[src/assert_macros.svh]
// Assertion helpers shared by the tokenizer modules.
`ifndef ASSERT_MACROS_SVH
`define ASSERT_MACROS_SVH

// Same-cycle implication, checked out of reset.
`define ASSERT_NOW(lbl, clk, rst_n, ante, cons) \
	lbl: assert property (@(posedge clk) disable iff (!rst_n) (ante) |-> (cons)) \
		else $error("%m: same-cycle check failed");

// Next-cycle implication, checked out of reset.
`define ASSERT_NEXT(lbl, clk, rst_n, ante, cons) \
	lbl: assert property (@(posedge clk) disable iff (!rst_n) (ante) |=> (cons)) \
		else $error("%m: next-cycle check failed");

`endif

[src/cst_pkg.sv]
package cst_pkg;

	localparam int POS_BITS = 16;
	localparam int POS_W    = POS_BITS;
	localparam int END_W    = POS_BITS + 1;
	localparam int MAX_RES  = 4;

	localparam logic [END_W-1:0] POS_LIM = {1'b1, {POS_BITS{1'b0}}};
	localparam logic [END_W-1:0] POS_SAT = POS_LIM + END_W'(1);

	localparam logic [7:0] CH_SLASH = 8'h2F;
	localparam logic [7:0] CH_STAR  = 8'h2A;
	localparam logic [7:0] CH_NL    = 8'h0A;
	localparam logic [7:0] CH_NUL   = 8'h00;

	localparam logic KIND_TOKEN = 1'b0;
	localparam logic KIND_EOT   = 1'b1;

	typedef struct packed {
		logic             kind;
		logic [POS_W-1:0] tstart;
		logic [END_W-1:0] tend;
		logic             ovf;
	} cst_res_t;

	typedef struct packed {
		logic [2:0]               n;
		cst_res_t [MAX_RES-1:0]   res;
	} cst_bundle_t;

endpackage

[src/cst_in_reg.sv]
module cst_in_reg
	import cst_pkg::*;
(
	input  logic       clk,
	input  logic       arst_n,
	input  logic       byte_valid,
	output logic       byte_stall,
	input  logic [7:0] ch,
	input  logic       final_byte,
	input  logic       adv,
	output logic       vld_s1,
	output logic [7:0] ch_s1,
	output logic       fin_s1
);

	logic take_in;

	assign byte_stall = vld_s1 && !adv;
	assign take_in    = byte_valid && !byte_stall;

	always_ff @(posedge clk or negedge arst_n) begin
		if (!arst_n) begin
			vld_s1 <= 1'b0;
		end else if (take_in) begin
			vld_s1 <= 1'b1;
		end else if (adv) begin
			vld_s1 <= 1'b0;
		end
	end

	always_ff @(posedge clk) begin
		if (take_in) begin
			ch_s1  <= ch;
			fin_s1 <= final_byte;
		end
	end

endmodule

[src/cst_core.sv]
`include "assert_macros.svh"

module cst_core
	import cst_pkg::*;
(
	input  logic        clk,
	input  logic        arst_n,
	input  logic        vld_s1,
	input  logic [7:0]  ch_s1,
	input  logic        fin_s1,
	input  logic        take,
	output logic        adv,
	output logic        load,
	output cst_bundle_t bnd
);

	typedef struct packed {
		logic [7:0]       prior;
		logic             in_tok;
		logic [POS_W-1:0] ostart;
		logic             line;
		logic             block;
	} scan_t;

	typedef struct packed {
		scan_t            st;
		logic             skip;
		logic             emit;
		logic [POS_W-1:0] estart;
		logic [END_W-1:0] eend;
	} exam_t;

	function automatic logic is_space(logic [7:0] c);
		return (c == 8'h20) || (c >= 8'h09 && c <= 8'h0D);
	endfunction

	function automatic logic is_alnum(logic [7:0] c);
		return (c >= 8'h30 && c <= 8'h39) || (c >= 8'h41 && c <= 8'h5A) ||
			(c >= 8'h61 && c <= 8'h7A);
	endfunction

	function automatic logic [POS_W-1:0] to_start(logic [END_W-1:0] i);
		return (i >= POS_LIM) ? {POS_W{1'b1}} : i[POS_W-1:0];
	endfunction

	function automatic exam_t examine(scan_t st, logic [7:0] c, logic [7:0] nx,
		logic [END_W-1:0] idx);
		exam_t r;
		r.st     = st;
		r.skip   = 1'b0;
		r.emit   = 1'b0;
		r.estart = st.ostart;
		r.eend   = idx;
		if (!r.st.line && !r.st.block && c == CH_SLASH && nx == CH_STAR) begin
			r.st.block = 1'b1;
			r.skip     = 1'b1;
		end
		if (!r.st.line && !r.st.block && c == CH_SLASH && nx == CH_SLASH) begin
			r.st.line = 1'b1;
			r.skip    = 1'b1;
		end
		// an opening comment closes the open token
		if ((r.st.block || r.st.line) && r.st.in_tok) begin
			r.st.in_tok = 1'b0;
			r.emit      = 1'b1;
		end
		if (r.st.block) begin
			if (c == CH_STAR && nx == CH_SLASH) begin
				r.st.block = 1'b0;
				r.skip     = 1'b1;
			end
		end else if (r.st.line) begin
			if (c == CH_NL) begin
				r.st.line = 1'b0;
			end
		end
		if (!r.skip && !r.st.block && !r.st.line) begin
			if (r.st.in_tok && (is_space(c) || !is_alnum(r.st.prior) || !is_alnum(c))) begin
				r.st.in_tok = 1'b0;
				r.emit      = 1'b1;
			end
			if (!r.st.in_tok && !is_space(c)) begin
				r.st.in_tok = 1'b1;
				r.st.ostart = to_start(idx);
			end
		end
		r.st.prior = c;
		return r;
	endfunction

	logic [7:0]       held_q;
	logic             held_vld_q;
	logic             drop_q;
	scan_t            st_q;
	logic [END_W-1:0] pos_q;
	logic             ovf_q;

	logic [END_W-1:0] cur;
	logic [END_W-1:0] pos_n;
	logic [END_W-1:0] len;
	logic [END_W-1:0] hidx;
	logic             ovf_n;
	logic             drop_n;
	exam_t            r1;
	exam_t            r2;
	scan_t            st1;
	scan_t            st2;
	cst_res_t [MAX_RES-1:0] cand;
	logic [MAX_RES-1:0]     cv;
	cst_bundle_t      b;

	always_comb begin
		cur   = (pos_q > POS_LIM) ? POS_LIM : pos_q;
		ovf_n = ovf_q || (pos_q >= POS_LIM);
		pos_n = (pos_q == POS_SAT) ? POS_SAT : pos_q + END_W'(1);
		hidx  = pos_q - END_W'(1);
		len   = (pos_n > POS_LIM) ? POS_LIM : pos_n;

		r1 = examine(st_q, held_q, ch_s1, hidx);
		if (held_vld_q && !drop_q) begin
			st1    = r1.st;
			drop_n = r1.skip;
		end else begin
			st1    = st_q;
			drop_n = 1'b0;
		end

		// the final byte sees NUL as its successor
		r2  = examine(st1, ch_s1, CH_NUL, cur);
		st2 = drop_n ? st1 : r2.st;

		cand[0] = '{kind: KIND_TOKEN, tstart: r1.estart, tend: r1.eend, ovf: ovf_n};
		cand[1] = '{kind: KIND_TOKEN, tstart: r2.estart, tend: r2.eend, ovf: ovf_n};
		cand[2] = '{kind: KIND_TOKEN, tstart: st2.ostart, tend: len, ovf: ovf_n};
		cand[3] = '{kind: KIND_EOT, tstart: '0, tend: len, ovf: ovf_n};
		cv[0]   = held_vld_q && !drop_q && r1.emit;
		cv[1]   = fin_s1 && !drop_n && r2.emit;
		cv[2]   = fin_s1 && st2.in_tok;
		cv[3]   = fin_s1;

		// pack the results in order
		b     = '0;
		for (int k = 0; k < MAX_RES; k++) begin
			if (cv[k]) begin
				b.res[b.n[1:0]] = cand[k];
				b.n             = b.n + 3'd1;
			end
		end
	end

	assign bnd  = b;
	assign adv  = vld_s1 && (take || b.n == 3'd0);
	assign load = adv && b.n != 3'd0;

	always_ff @(posedge clk or negedge arst_n) begin
		if (!arst_n) begin
			held_q     <= '0;
			held_vld_q <= 1'b0;
			drop_q     <= 1'b0;
			st_q       <= '0;
			pos_q      <= '0;
			ovf_q      <= 1'b0;
		end else if (adv) begin
			if (fin_s1) begin
				held_q     <= '0;
				held_vld_q <= 1'b0;
				drop_q     <= 1'b0;
				st_q       <= '0;
				pos_q      <= '0;
				ovf_q      <= 1'b0;
			end else begin
				held_q     <= ch_s1;
				held_vld_q <= 1'b1;
				drop_q     <= drop_n;
				st_q       <= st1;
				pos_q      <= pos_n;
				ovf_q      <= ovf_n;
			end
		end
	end

	`ASSERT_NEXT(a_fin_clears, clk, arst_n, adv && fin_s1, !held_vld_q && pos_q == '0)
	`ASSERT_NOW(a_remark_excl, clk, arst_n, st_q.line, !st_q.block)

endmodule

[src/cst_out.sv]
`include "assert_macros.svh"

module cst_out
	import cst_pkg::*;
(
	input  logic             clk,
	input  logic             arst_n,
	input  logic             load,
	input  cst_bundle_t      bnd,
	output logic             take,
	output logic             tok_valid,
	input  logic             tok_stall,
	output logic             kind,
	output logic [POS_W-1:0] first_pos,
	output logic [END_W-1:0] token_end,
	output logic             overflow,
	output logic             run_last
);

	cst_res_t [MAX_RES-1:0] res_q;
	logic [2:0]             n_q;
	logic [1:0]             rd_q;
	logic                   busy_q;
	logic                   last;
	logic                   pop;
	cst_res_t               cur;

	assign last = ({1'b0, rd_q} == n_q - 3'd1);
	assign pop  = busy_q && !tok_stall;
	assign take = !busy_q || (last && !tok_stall);

	always_ff @(posedge clk or negedge arst_n) begin
		if (!arst_n) begin
			busy_q <= 1'b0;
			n_q    <= '0;
			rd_q   <= '0;
		end else if (load) begin
			busy_q <= 1'b1;
			n_q    <= bnd.n;
			rd_q   <= '0;
		end else if (pop) begin
			if (last) begin
				busy_q <= 1'b0;
			end else begin
				rd_q <= rd_q + 2'd1;
			end
		end
	end

	always_ff @(posedge clk) begin
		if (load) begin
			res_q <= bnd.res;
		end
	end

	assign cur       = res_q[rd_q];
	assign tok_valid = busy_q;
	assign kind      = cur.kind;
	assign first_pos = cur.tstart;
	assign token_end = cur.tend;
	assign overflow  = cur.ovf;
	assign run_last  = last;

	`ASSERT_NEXT(a_more_follow, clk, arst_n, tok_valid && !tok_stall && !run_last, tok_valid)
	`ASSERT_NOW(a_eot_last, clk, arst_n, tok_valid && kind == KIND_EOT, run_last)
	`ASSERT_NOW(a_tok_span, clk, arst_n, tok_valid && kind == KIND_TOKEN,
		token_end > {1'b0, first_pos})

endmodule

[src/comment_skipping_tokenizer.sv]
// Tokenizer that skips line and block comments, one text byte per word.
// Throughput: one byte per cycle while tok_stall is low; a byte that yields results holds
// the input while the output register hands out earlier ones, one per cycle unless stalled.
// Results caused by a byte pass through the input register, then the result register;
// a byte's tokens close when the next byte comes.
// Reset (arst_n low, asynchronous) clears all scan state and drops pending results.
module comment_skipping_tokenizer
	import cst_pkg::*;
(
	input  logic             clk,
	input  logic             arst_n,
	input  logic             byte_valid,
	output logic             byte_stall,
	input  logic [7:0]       ch,
	input  logic             final_byte,
	output logic             tok_valid,
	input  logic             tok_stall,
	output logic             kind,
	output logic [POS_W-1:0] first_pos,
	output logic [END_W-1:0] token_end,
	output logic             overflow,
	output logic             run_last
);

	logic        vld_s1;
	logic [7:0]  ch_s1;
	logic        fin_s1;
	logic        adv;
	logic        load;
	logic        take;
	cst_bundle_t bnd;

	cst_in_reg u_in (
		.clk        (clk),
		.arst_n     (arst_n),
		.byte_valid (byte_valid),
		.byte_stall (byte_stall),
		.ch         (ch),
		.final_byte (final_byte),
		.adv        (adv),
		.vld_s1     (vld_s1),
		.ch_s1      (ch_s1),
		.fin_s1     (fin_s1)
	);

	cst_core u_core (
		.clk    (clk),
		.arst_n (arst_n),
		.vld_s1 (vld_s1),
		.ch_s1  (ch_s1),
		.fin_s1 (fin_s1),
		.take   (take),
		.adv    (adv),
		.load   (load),
		.bnd    (bnd)
	);

	cst_out u_out (
		.clk       (clk),
		.arst_n    (arst_n),
		.load      (load),
		.bnd       (bnd),
		.take      (take),
		.tok_valid (tok_valid),
		.tok_stall (tok_stall),
		.kind      (kind),
		.first_pos (first_pos),
		.token_end (token_end),
		.overflow  (overflow),
		.run_last  (run_last)
	);

endmodule
[config.mk]
export PLATFORM = sky130hd
export DESIGN_NAME = comment_skipping_tokenizer
export DESIGN_NICKNAME = d
export VERILOG_FILES = /design/src/cst_pkg.sv /design/src/cst_in_reg.sv /design/src/cst_core.sv /design/src/cst_out.sv /design/src/comment_skipping_tokenizer.sv
export VERILOG_INCLUDE_DIRS = /design/src /design/src/src
export SDC_FILE = /design/constraint.sdc
export NUM_CORES = 1
export LEC_CHECK = 0
export ABC_AREA = 1
export BUFFER_PORTS_ARGS = -buffer_cell sky130_fd_sc_hd__buf_2
export CORE_MARGIN = 2
export CORE_UTILIZATION = 45
export DETAILED_ROUTE_END_ITERATION = 8
export PLACE_DENSITY_LB_ADDON = 0.3
export SYNTH_ARGS = -nofsm -noshare
export SYNTH_HDL_FRONTEND = slang
export SYNTH_HIERARCHICAL = 1
export SYNTH_SLANG_ARGS = --single-unit
[constraint.sdc]
create_clock -name clk -period 7.23 [get_ports clk]
set_clock_uncertainty 0.1 [all_clocks]
set_input_delay 1.0845 -clock clk [delete_from_list [all_inputs] [get_ports clk]]
set_output_delay 1.0845 -clock clk [all_outputs]
set_load 0.02 [all_outputs]
==> run metrics, run 1 <==
run status=finished, final reports clean; commonest cells after routing, fill and taps aside=412 x nand2_1, 247 x nor2_1, 149 x edfxtp_1; RD Place Congestion=1.008; Worst-path clk slew=about 0.060 ns; CTS Hold Buffers Added=0; ANT cells=0; drt total wl=36,660 um; ys async rst share=29.38%; TNS Setup=0 ns; DRC errors left=0; non-filler instance count after layout=1,923; DR WL met2=16,500 um; placed cell count=1,881; Total GRT Usage=25.34%; Max-slew headroom=35.27%; RSZ-0062 raised after global routing=false; fin. max-slew vios=0; Initial Util=between 40% and 50%; Leakage=5.807 nW; routed wl met3=3135 um; TritonCTS clock tree=yes; pwr dens=456.0 mW/mm^2; sequential share of the synthesized area=roughly 50%; Starting DRT DRC Count=1,283; Yosys warning count=6; CTS Sinks=between 200 and 250; Inserted Clock Buffers=23; initial antenna violation count=0; Via density=5.742; Setup CP Type=flop to flop; Worst EP required=7.54 ns; die area=~0.029 mm^2; largest net degree at the start of global routing=86; Final Hold Vio Count=0; area leader, netlist=edfxtp_1; syn nets=1,583; Die X=169.7 um; largest cells by area after synthesis=edfxtp_1 36%, dfrtp_1 13%, nand2_1 13%, nor2_1 7.5%, nand3_1 4.7%; Post-synth EDFFs=149; Final nets=1,589; placed wire-length estimate=25,370 um; Setup Fix Bufs, Post-CTS=0; WP data arrival=5.94 ns; Die Y-Extent=169.7 um; Wirelength per Cell=between 15 and 20 um; # IOs=51; number of library cell types mapped by synthesis=49; Slew @ Worst Pin=around 0.97 ns; Cells after Synth=1,559; worst min-delay path category=flop to flop; clock insertion delay at the later pin of the skew report=0.55 ns; clock root cell=clkbuf_16; CTS Buffer Depth=3; CP Capture Type=flop; fraction of layout cells with a size suffix above 1=10.11%; grt total ovfl=0; synthesis-stage register bit count=211; CORE AREA=0.02695 mm^2; synth-to-layout area growth=8.841%; post-synthesis cell area=0.01235 mm^2; vias after detailed routing=11,040; Tcrit/Tclk final=77.80%; first-pass GRT wire length=56,660 um; crit path max fanout=22; Synth Flop Type=edfxtp_1; post-CTS sizing=0; vias in the first global route=roughly 10,000; share of Yosys cell area claimed by the top area cell type=36.22%; Buffers on Ports=50; total iterations of the first detailed-routing run=6; top routing layer in use=met4; Final min period=5.625 ns; final setup violation count=0; Max-Cap Viols=0; std cell rows=60; Syn Area/Cell=7.925 um^2; DRT antenna net count=0; f_max=approximately 180 MHz; VDD IR-drop max=212.1 uV; H-tree levels=1; commonest non-fill, non-tap cell in the layout=nand2_1; filler instances=2,573; M1 wire length=between 15,000 and 20,000 um; CP Launch Type=flop
-- cell usage after synthesis, types with 5 or more instances --
cell and number:
nand2_1 412, nor2_1 247, edfxtp_1 149, nand3_1 116
inv_1 108, o21ai_0 99, o22ai_1 78, dfrtp_1 62
buf_2 32, a21oi_1 30, o21ai_1 27, clkbuf_1 23
inv_2 21, nand4_1 21, xor2_1 19, nand3b_1 14
nor3_1 12, buf_4 11, ha_1 11, nor2_2 8
nand2_2 6, buf_6 5, clkbuf_2 5, nand3_2 5
or2_2 5
-- worst max-delay path, cell delays in order (launching register included) --
cell and delay (ns):
dfrtp_1 0.41, inv_1 0.08, nor2_1 0.63, nand2_1 0.12
nand2_1 0.10, nor2_1 0.05, nor2_1 0.09, nand2_1 0.05
nand3_1 0.08, nor2_1 0.05, nand2_2 0.14, nand4_1 0.54
ha_1 0.59, nand4_4 0.32, nand2_1 0.26, inv_1 0.09
ha_1 0.20, nand2_1 0.14, nand2_1 0.37, inv_1 0.74
nand4_1 0.20, nand2_1 0.12
-- flip-flops by register name (all words and copies together) (netlist names), 2 cells and up --
register       cells
u_core/cand       16
u_core/held_q      8
u_core/pos_q      17
u_core/st_q       11
u_in/ch_s1         8
u_out/n_q          3
u_out/rd_q         2
u_out/res_q      140
-- final timing paths --
check,start,endpoint,slack (ns),cells past startpoint
max in group asynchronous,arst_n,u_out/rd_q[0],5.76,2
hold reg to reg,u_core/cand[24],u_core/cand[24],0.42,2
setup / recovery,u_core/held_vld_q,u_out/res_q[41],1.61,21
min in group asynchronous,arst_n,u_core/pos_q[6],0.62,2
setup reg to reg,u_core/held_vld_q,u_out/res_q[41],1.61,21
hold / removal,u_core/cand[24],u_core/cand[24],0.42,2
-- per-layer routing --
| layer | vias to the layer above | global-route usage (%) |
|---|---|---|
| met5 | - | 0 |
| met4 | 0 | 6.429 |
| met3 | 63 | 3.731 |
| met2 | 482 | 39.95 |
| met1 | 5279 | 36.78 |
| li1 | 5218 | - |
-- cell families after synthesis --
logic type,share of synthesized area (%)
DFF,48.77
adders and majority gates,1.114
AOI/OAI and AO/OA,11.23
buffers and inverters,7.383
xor gates and xnor gates,1.620
and+or+nand+nor,29.88
-- layout make-up --
class                   instances  area [um^2]  area share [%]
clock buffers                  31        655.6           4.876
flip-flops and latches        211         6027           44.82
repair buffers                 59        330.3           2.457
multi-input cells            1139         5416           40.28
well taps                     341        426.7           3.173
clock inverters                11        91.34          0.6793
inverters                     131        499.2           3.713
-- where the power goes --
part,internal [W],leakage [nW],total [W],switching [W]
Sequential,0.00174,2.26,0.00190,0.000160
Combinational,0.000774,3.17,0.00306,0.00229
Clock,0.000673,0.375,0.00117,0.000495
-- per-stage QoR --
step / utilization (%) / total power (W) / worst slack [ns] / hold WS, ns / instance area, um^2
floorplan: - / 0.004099 / 1.522 / 0.3623 / 12350
global placement: 47.12 / 0.004888 / 1.997 / 0.3878 / 12700
detailed placement: 47.12 / 0.004931 / 1.806 / 0.4047 / 12700
CTS: 49.89 / 0.006110 / 1.744 / 0.4189 / 13450
global route: 49.89 / 0.006507 / 1.166 / 0.4527 / 13450
finish: 49.89 / 0.006132 / 1.605 / 0.4198 / 13450
Note: power is estimated with default switching activity, not from simulation.
==> run 2, diff against run 1 <==
Clock period 7.23 ns to 5.64 ns, I/O delays scaled along.
==> run metrics, run 2 (synthesis gave the netlist of run 1 again) <==
filler instances=approximately 2,600; post-CTS sizing=0; Setup Fix Bufs, Post-CTS=0; placed wire-length estimate=25,480 um; Buf/Inv on CP=4; final setup violation count=0; CORE AREA=0.02695 mm^2; CP Capture Type=flop; Crit. path cell count=20; final instance area=0.01360 mm^2; worst min-delay path category=primary input to flop; Final nets=1,599; Initial Util=45.84%; die area=0.02879 mm^2; Buffers on Ports=50; worst reg2reg path depth=20; CP Launch Type=flop; fraction of layout cells with a size suffix above 1=10.54%; R2R setup slack=0.57 ns; Slew @ Worst Pin=1.026 ns; RD Place Congestion=around 1; vias after detailed routing=10,970; DRT antenna net count=0; f_max=197.1 MHz; worst r2r src=u_core/drop_q; Inserted Clock Buffers=25; worst min-delay path startpoint=ch[1]; Worst EP required=5.80 ns; largest net degree at the start of global routing=74; first-pass GRT wire length=57,130 um; Die X=169.7 um; fin. max-slew vios=0; drt total wl=about 37,000 um; DRC errors left=0; # IOs=51; commonest cells after routing, fill and taps aside=412 x nand2_1, 247 x nor2_1, 149 x edfxtp_1; Wirelength per Cell=18.87 um; Leakage=a little under 6 nW; ANT cells=0; run status=finished, final reports clean; Setup crit end=u_out/res_q[49]; CTS Hold Buffers Added=0; commonest non-fill, non-tap cell in the layout=nand2_1; grt total ovfl=0; CP delay by family, top=simple AND/OR/NAND/NOR gates; total iterations of the first detailed-routing run=7; Final min period=5.074 ns; Starting DRT DRC Count=1,370; Biggest register=u_out/res_q; CTS Buffer Depth=3; RSZ-0062 raised after global routing=false; vias in the first global route=between 10,000 and 15,000; H-tree levels=1; Max-slew headroom=31.37%; Die Y-Extent=~170 um; Setup CP Type=flop to flop; Worst-path clk slew=0.06 ns; slowest CP cell=inv_1; synth-to-layout area growth=10.07%; CTS Sinks=between 200 and 250; clock root cell=clkbuf_16; crit path max fanout=22; std cell rows=60; Tcrit/Tclk final=around nine tenths; Area after DPL=0.01276 mm^2; Via density=5.671; Crit path top cell by count=nand2_1; Max-Cap Viols=0; WP data arrival=between 5 and 6 ns; pwr dens=588.4 mW/mm^2; RR Endpoint=u_out/res_q[49]; VDD IR-drop max=295.7 uV; max FFs per register=140; initial antenna violation count=0; clock insertion delay at the later pin of the skew report=0.54 ns; TritonCTS clock tree=yes; Final Hold Vio Count=0; TNS Setup=0 ns; worst path cell trace=inv_2 > nand2_1 > o21ai_0 > nor2_1 > nor2_1 > nand2_1 > nand3_1 > nor2_1 > nand2_2 > nand4_1 > buf_4 > ha_1 > nand4_4 > nand2_1 > inv_1 > ha_1 > nand2_1 > nand2_1 > inv_1 > o21ai_0; CP max stage delay=0.74 ns; Total GRT Usage=between 20% and 30%; Critical Path Start=u_core/drop_q
==> run 2: cell types whose count changed in the layout (fill, tap and decap cells not counted), sizes merged <==
cell / before / now
clkinvlp: 0 / 3
clkbuf: 31 / 35
clkinv: 10 / 6
bufinv: 1 / 3
inv: 131 / 130
buf: 59 / 67
==> run 2: worst reg2reg max path: stages, from the launching register on <==
cell	delay, ns
dfrtp_1	0.39
inv_2	0.10
nand2_1	0.30
o21ai_0	0.32
nor2_1	0.09
nor2_1	0.10
nand2_1	0.06
nand3_1	0.10
nor2_1	0.06
nand2_2	0.15
nand4_1	0.10
buf_4	0.20
ha_1	0.35
nand4_4	0.32
nand2_1	0.26
inv_1	0.09
ha_1	0.20
nand2_1	0.19
nand2_1	0.39
inv_1	0.74
o21ai_0	0.19
==> run 2: routing by layer <==
metal  up-vias  track usage, %  share of wire [%]
li1       5238               -                  -
met1      5166           36.77                 45
met2       500           40.28                 45
met3        69           3.545                7.6
met4         0           6.392                2.7
met5         -               0                  0
==> run 2: layout make-up <==
| cell class | count | area [um^2] | share of cell area (%) |
|---|---|---|---|
| clock inverter | 11 | 146.4 | 1.077 |
| sequential | 211 | 6027 | 44.32 |
| inverter | 131 | 498.0 | 3.662 |
| clock buffer | 35 | 693.2 | 5.098 |
| timing repair buffer | 67 | 390.4 | 2.871 |
| multi-input combinational | 1139 | 5416 | 39.83 |
| tap | 341 | 426.7 | 3.138 |
==> run 2: worst min-delay path by stage <==
| stage | end | slack, ns | cells after the start |
|---|---|---|---|
| after floorplan | u_out/n_q[2] | 0.36 | 2 |
| after global placement | u_out/n_q[2] | 0.38 | 2 |
| after detailed placement | u_core/cand[23] | 0.41 | 2 |
| after CTS | u_in/ch_s1[1] | 0.37 | 1 |
| after global routing | u_in/ch_s1[7] | 0.37 | 1 |
| final | u_in/ch_s1[1] | 0.39 | 1 |
==> run 2: power breakdown <==
part | internal [W] | switching (W) | leakage, nW
Sequential | 0.00223 | 0.000199 | 2.26
Combinational | 0.00102 | 0.00291 | 3.21
Clock | 0.000997 | 0.000645 | 0.403
Total | 0.00425 | 0.00375 | 5.87
==> run 2: metrics by stage <==
step	setup WS [ns]	total power, W	instances	utilization (%)	hold slack [ns]
6_report	0.5660	0.008001	1935	50.46	0.3880
5_1_grt	0.2642	0.008512	1935	50.46	0.3703
4_1_cts	0.6922	0.007986	1935	50.46	0.3675
3_5_place_dp	0.7017	0.006320	1889	47.34	0.4075
3_3_place_gp	0.9043	0.006276	1889	47.34	0.3840
2_1_floorplan	1.087	0.005239	1559	-	0.3623
